==> src/rtl/core/nppq_pkg.sv <==
// Shared types, constants and codes for the nearest palette color quantizer.
// No dependencies; every other file in rtl/core refers to it by scoped names.
package nppq_pkg;

    localparam int PALETTE_ENTRIES_DEF = 256;

    localparam int COLOR_W    = 8;
    localparam int IDX_W      = 8;
    localparam int SQ_W       = 2 * COLOR_W;
    localparam int DIST_W     = SQ_W + 2;
    localparam int CFG_IDX_W  = 2;
    localparam int CFG_DATA_W = 8;

    // Configuration register indexes.
    localparam logic [CFG_IDX_W-1:0] REG_OPAQUE_THR = 2'd0;
    localparam logic [CFG_IDX_W-1:0] REG_TRANSP_IDX = 2'd1;

    localparam logic [COLOR_W-1:0] OPAQUE_THR_RST = 8'd128;
    localparam logic [IDX_W-1:0]   TRANSP_IDX_RST = 8'hFF;

    // Item opcodes.
    localparam logic OP_LOAD  = 1'b0;
    localparam logic OP_QUANT = 1'b1;

    typedef struct packed {
        logic [COLOR_W-1:0] red;
        logic [COLOR_W-1:0] green;
        logic [COLOR_W-1:0] blue;
    } t_rgb;

    // Control that travels with each palette entry down the search pipeline.
    typedef struct packed {
        logic valid;
        logic first;
        logic last;
    } t_scan_tag;

endpackage

==> src/rtl/core/nppq_dist_unit.sv <==
// Per-channel squared difference stage of the palette search pipeline.
// Registers the three squares together with the entry tag. Depends on nppq_pkg.
module nppq_dist_unit #(
    parameter int ADDR_W = 8
) (
    input  logic                        i_clk,
    input  logic                        i_rst_n,
    input  nppq_pkg::t_rgb              i_pixel,
    input  nppq_pkg::t_rgb              i_entry,
    input  nppq_pkg::t_scan_tag         i_tag,
    input  logic [ADDR_W-1:0]           i_idx,
    output nppq_pkg::t_scan_tag         o_tag,
    output logic [ADDR_W-1:0]           o_idx,
    output logic [nppq_pkg::SQ_W-1:0]   o_sq_red,
    output logic [nppq_pkg::SQ_W-1:0]   o_sq_green,
    output logic [nppq_pkg::SQ_W-1:0]   o_sq_blue
);

    logic [nppq_pkg::COLOR_W-1:0] d_red;
    logic [nppq_pkg::COLOR_W-1:0] d_green;
    logic [nppq_pkg::COLOR_W-1:0] d_blue;

    nppq_pkg::t_scan_tag          r_tag;
    logic [ADDR_W-1:0]            r_idx;
    logic [nppq_pkg::SQ_W-1:0]    r_sq_red;
    logic [nppq_pkg::SQ_W-1:0]    r_sq_green;
    logic [nppq_pkg::SQ_W-1:0]    r_sq_blue;

    always_comb begin
        d_red   = (i_pixel.red   > i_entry.red)   ? i_pixel.red   - i_entry.red
                                                  : i_entry.red   - i_pixel.red;
        d_green = (i_pixel.green > i_entry.green) ? i_pixel.green - i_entry.green
                                                  : i_entry.green - i_pixel.green;
        d_blue  = (i_pixel.blue  > i_entry.blue)  ? i_pixel.blue  - i_entry.blue
                                                  : i_entry.blue  - i_pixel.blue;
    end

    always_ff @(posedge i_clk) begin
        r_idx      <= i_idx;
        r_sq_red   <= nppq_pkg::SQ_W'(d_red)   * nppq_pkg::SQ_W'(d_red);
        r_sq_green <= nppq_pkg::SQ_W'(d_green) * nppq_pkg::SQ_W'(d_green);
        r_sq_blue  <= nppq_pkg::SQ_W'(d_blue)  * nppq_pkg::SQ_W'(d_blue);
    end

    always_ff @(posedge i_clk) begin
        if (!i_rst_n) begin
            r_tag <= '0;
        end else begin
            r_tag <= i_tag;
        end
    end

    assign o_tag      = r_tag;
    assign o_idx      = r_idx;
    assign o_sq_red   = r_sq_red;
    assign o_sq_green = r_sq_green;
    assign o_sq_blue  = r_sq_blue;

endmodule

==> config.mk <==
export PLATFORM = sky130hd
export DESIGN_NAME = nppq_dist_unit
export DESIGN_NICKNAME = d
export VERILOG_FILES = /design/src/rtl/core/nppq_pkg.sv /design/src/rtl/core/nppq_dist_unit.sv
export SDC_FILE = /design/constraint.sdc
export NUM_CORES = 1
export LEC_CHECK = 0
export ABC_AREA = 1
export BUFFER_PORTS_ARGS = -buffer_cell sky130_fd_sc_hd__buf_4
export CAP_MARGIN = 20
export CORE_ASPECT_RATIO = 1.75
export CORE_MARGIN = 2
export CORE_UTILIZATION = 54
export DETAILED_ROUTE_END_ITERATION = 16
export GPL_ROUTABILITY_DRIVEN = 0
export GPL_TIMING_DRIVEN = 0
export HOLD_SLACK_MARGIN = 0.15
export PLACE_DENSITY = 0.79
export SKIP_LAST_GASP = 1
export SLEW_MARGIN = 20
export SYNTH_ARGS = -nofsm -noshare
export SYNTH_HDL_FRONTEND = slang
export SYNTH_SLANG_ARGS = --single-unit
==> constraint.sdc <==
create_clock -name i_clk -period 5.23 [get_ports i_clk]
set_input_delay 0.523 -clock i_clk [delete_from_list [all_inputs] [get_ports i_clk]]
set_output_delay 0.523 -clock i_clk [all_outputs]
set_load 0.01 [all_outputs]
==> qor_table.md <==
| Stage | Parameter | This run |
| --- | --- | --- |
| timing | RSZ-0062 raised after global routing | true |
| flow run | Maxcap violations | 0 |
| worst setup path | Buffers plus inverters on the worst setup path | 8 |
| cts | Hold-fix buffers at CTS | 0 |
| global route | Gr usage total | 22.44% |
| timing | Hold Violations, Final | 0 |
| detailed routing | Total vias in the final route | 7,769 |
| synth | Synth Warn # | 0 |
| detailed routing | DRC viols | 0 |
| timing | Final worst path period need | 5359 ps |
| layout | Non-filler cells, final | 1,498 |
| worst setup path | Kind of end point of the critical path | flip-flop |
| detailed routing | Via density per instance | 5.186 |
| global route | Vias in the first global route | 7,578 |
| detailed routing | ANT nets after route | 0 |
| synth | Distinct cells, synth | 40 |
| synth | Area share of the leading cell type in the synthesized netlist | 19.67% |
| worst setup path | Data arrival time at the worst-slack endpoint | 5550 ps |
| die | # rows | 60 |
| detailed routing | Total routed wirelength | 20.96 mm |
| placed design | Buffers on Ports | 116 |
| synth | Gate count after technology mapping | 1,122 |
| timing | Count of pins over their slew limit | 0 |
| die | Initial standard-cell utilization of the core | 54.97% |
| synth | Yosys reg bits | 56 |
| worst setup path | Data required, critical path | 5420 ps |
| worst setup path | Worst-path fanout max | 6 |
| timing | F_max | 186.6 MHz |
| layout | Share of post-route cells with drive strength above 1 | 30.34% |
| layout | Total of fill cells in the finished design | 1,119 |
| worst setup path | Library cell contributing the largest single delay on the critical path | sky130_fd_sc_hd__fa_1 |
| timing | Final number of setup-violating endpoints | 5 |
| min path | Worst hold-check path type | input pin to flip-flop |
| cts | Clock buffer count from CTS | 5 |
| synth | Synthesized area per cell | 7.540 sq um |
| die | Count of pins on the block boundary | 120 |
| worst setup path | Worst setup path class | input pin to flip-flop |
| die | Chip Width | 98.62 um |
| die | Die outline area | 16,720 sq um |
| detailed routing | First-pass detailed-route iteration total | 4 |
| detailed routing | Avg WL per Cell | 13.99 um |
| global route | Wire length of the first global-routing pass | 31.26 mm |
| timing | Final period util | 102.5% |
| worst setup path | Sort of element at the start of the critical path | input pin |
| status | Violations in the final reports | setup timing |
| die | Die Height | 169.6 um |
| synth | Top cell type by total area after synthesis | sky130_fd_sc_hd__ha_1 |
| cts | # clock sinks | 56 |
| synth | Fraction of the yosys area taken by sequential cells | 13.25% |
| placed design | Worst setup timing slack at the placement stage | -822.7 ps |
| timing | Final setup slack of the worst path | -128.9 ps |
| timing | Worst Hold Margin | 319.9 ps |
| global route | GR Overflow Total | 0 |
| cts | Clk Tree Root Cell | sky130_fd_sc_hd__clkbuf_16 |
| layout | Utilization of the core after routing | 72.46% |
| layout | Diode insertion count for antenna repair | 0 |
| cts | Clock-pin slew on the worst setup and hold paths | 80 ps |
| placed design | Number of placed cells counting well taps | 1,426 |
| layout | Final-stage net count | 1,584 |
| layout | Combined flip-flop and latch cell area | 1121 sq um |
| synth | Top cells by area in the synthesized netlist | sky130_fd_sc_hd__ha_1 (20%), sky130_fd_sc_hd__fa_1 (19%), sky130_fd_sc_hd__dfxtp_1 (13%), sky130_fd_sc_hd__inv_1 (11%), sky130_fd_sc_hd__nand2_1 (9.5%) |
| cts | H-Tree Depth | 2 |
| cts | Maximum clock insertion buffer count | 2 |
| worst setup path | Family with the most delay on the worst path | adder cells |
| placed design | Half-perimeter wire length of the detailed placement result | 15.46 mm |
| layout | Area of the multi-input gates | 7123 sq um |
| worst setup path | Maximum cell stage delay along the critical path | 580 ps |
| global route | Initial antenna violation count | 0 |
| layout | Relative area change from synthesis to final layout | 31.83% |
| die | Area of the core region | 15,390 sq um |
| detailed routing | Starting DRT DRC Count | 197 |
| status | Result of the run | finished with violations |
| cts | Clock tree from TritonCTS | yes |
| global route | Pin count of the biggest net entering global routing | 19 |
| synth | Post-synthesis cell area | 8459 sq um |
layer usage:
layer	wire [um]	share of wire (%)	global-route usage, %
met5	0	0	0
met4	1005	4.8	10.13
met3	637	3.0	1.730
met2	12100	58	46.38
met1	7217	34	21.75
cell usage in the layout (no fill, tap or decap), types with 12 or more instances in the layout:
master | synthesis | layout
sky130_fd_sc_hd__inv_1 | 246 | 225
sky130_fd_sc_hd__fa_1 | 79 | 75
sky130_fd_sc_hd__nand3_1 | 40 | 27
sky130_fd_sc_hd__ha_4 | 0 | 17
sky130_fd_sc_hd__buf_4 | 6 | 181
sky130_fd_sc_hd__nand2_1 | 215 | 180
sky130_fd_sc_hd__a21oi_1 | 56 | 42
sky130_fd_sc_hd__ha_1 | 133 | 112
sky130_fd_sc_hd__inv_2 | 9 | 16
sky130_fd_sc_hd__nand3_2 | 1 | 12
sky130_fd_sc_hd__nand2_2 | 18 | 30
sky130_fd_sc_hd__nor2_4 | 6 | 16
sky130_fd_sc_hd__nor2_1 | 95 | 77
sky130_fd_sc_hd__xnor2_1 | 30 | 29
sky130_fd_sc_hd__xor2_1 | 38 | 38
sky130_fd_sc_hd__inv_4 | 2 | 13
sky130_fd_sc_hd__nand2_4 | 12 | 34
sky130_fd_sc_hd__dfxtp_1 | 56 | 56
final timing paths:
kind / start / end / slack, ps / depth (start not counted)
max: i_pixel[8] / o_sq_green[12] / -130 / 28
min: i_idx[1] / o_idx[1] / 320 / 1
area by class of cell:
type,count,area share [%]
flip-flops and latches,56,10.05
multi-input cells,798,63.87
plain buffers,13,0.8190
repair buffers,179,12.36
clock inverters,3,0.4263
inverters,257,9.189
repair inverters,1,0.06732
clock buffers,5,1.122
well taps,186,2.087
repair_timing:
| item | 4_1_cts | 5_1_grt |
|---|---|---|
| buffers inserted | 13 | 50 |
| resized for setup | 55 | 167 |
| pin swaps | 21 | 88 |
| gates cloned | 1 | 1 |
| setup endpoints to repair | 17 | 22 |
cell usage after synthesis:
| master | number |
|---|---|
| sky130_fd_sc_hd__a21boi_0 | 2 |
| sky130_fd_sc_hd__o21a_1 | 1 |
| sky130_fd_sc_hd__nand2_1 | 215 |
| sky130_fd_sc_hd__inv_1 | 246 |
| sky130_fd_sc_hd__xnor2_1 | 30 |
| sky130_fd_sc_hd__nor3_1 | 6 |
| sky130_fd_sc_hd__a21o_1 | 4 |
| sky130_fd_sc_hd__and2_1 | 1 |
| sky130_fd_sc_hd__nand4_2 | 1 |
| sky130_fd_sc_hd__a31oi_1 | 1 |
| sky130_fd_sc_hd__a21oi_1 | 56 |
| sky130_fd_sc_hd__nand3_4 | 1 |
| sky130_fd_sc_hd__nand2_2 | 18 |
| sky130_fd_sc_hd__nor2_8 | 1 |
| sky130_fd_sc_hd__nand4_1 | 7 |
| sky130_fd_sc_hd__clkbuf_1 | 3 |
| sky130_fd_sc_hd__nor2_2 | 2 |
| sky130_fd_sc_hd__nand2_4 | 12 |
| sky130_fd_sc_hd__a211oi_1 | 2 |
| sky130_fd_sc_hd__nor2_1 | 95 |
| sky130_fd_sc_hd__o21ai_0 | 20 |
| sky130_fd_sc_hd__o21ai_2 | 1 |
| sky130_fd_sc_hd__buf_2 | 5 |
| sky130_fd_sc_hd__inv_2 | 9 |
| sky130_fd_sc_hd__fa_1 | 79 |
| sky130_fd_sc_hd__o21bai_1 | 10 |
| sky130_fd_sc_hd__nor2_4 | 6 |
| sky130_fd_sc_hd__buf_4 | 6 |
| sky130_fd_sc_hd__dfxtp_1 | 56 |
| sky130_fd_sc_hd__nor3_2 | 2 |
| sky130_fd_sc_hd__inv_4 | 2 |
| sky130_fd_sc_hd__xor2_1 | 38 |
| sky130_fd_sc_hd__ha_1 | 133 |
| sky130_fd_sc_hd__o221ai_1 | 1 |
| sky130_fd_sc_hd__nand3_1 | 40 |
| sky130_fd_sc_hd__conb_1 | 1 |
| sky130_fd_sc_hd__o31ai_1 | 1 |
| sky130_fd_sc_hd__nand3_2 | 1 |
| sky130_fd_sc_hd__or2_2 | 1 |
| sky130_fd_sc_hd__o21ai_1 | 6 |
registers in the layout, indices dropped and copies added (netlist names):
| name | cells |
|---|---|
| o_idx | 8 |
| o_sq_blue | 15 |
| o_sq_green | 15 |
| o_sq_red | 15 |
| o_tag | 3 |
stage by stage:
step,cell area (sq um),setup TNS (ps)
after floorplan,8561,0
after global placement,9664,-8348
after detailed placement,9664,-10590
after CTS,10110,-3.812
after global routing,11150,-2231
final,11150,-462.5
cell families (layout without fill, tap and decap cells):
logic type	Yosys count	in the layout	synth area share, %
buf+inv	271	458	12.42
fa+ha+maj	212	212	38.37
other cells	1	3	0.04433
flops	56	56	13.25
simple gates	409	410	21.96
xor+xnor	68	68	7.040
compound gates	105	105	6.907
Power is left out: the tool's default activity adds up to more than one toggle a clock period on the data nets, which glitch-free logic cannot reach.
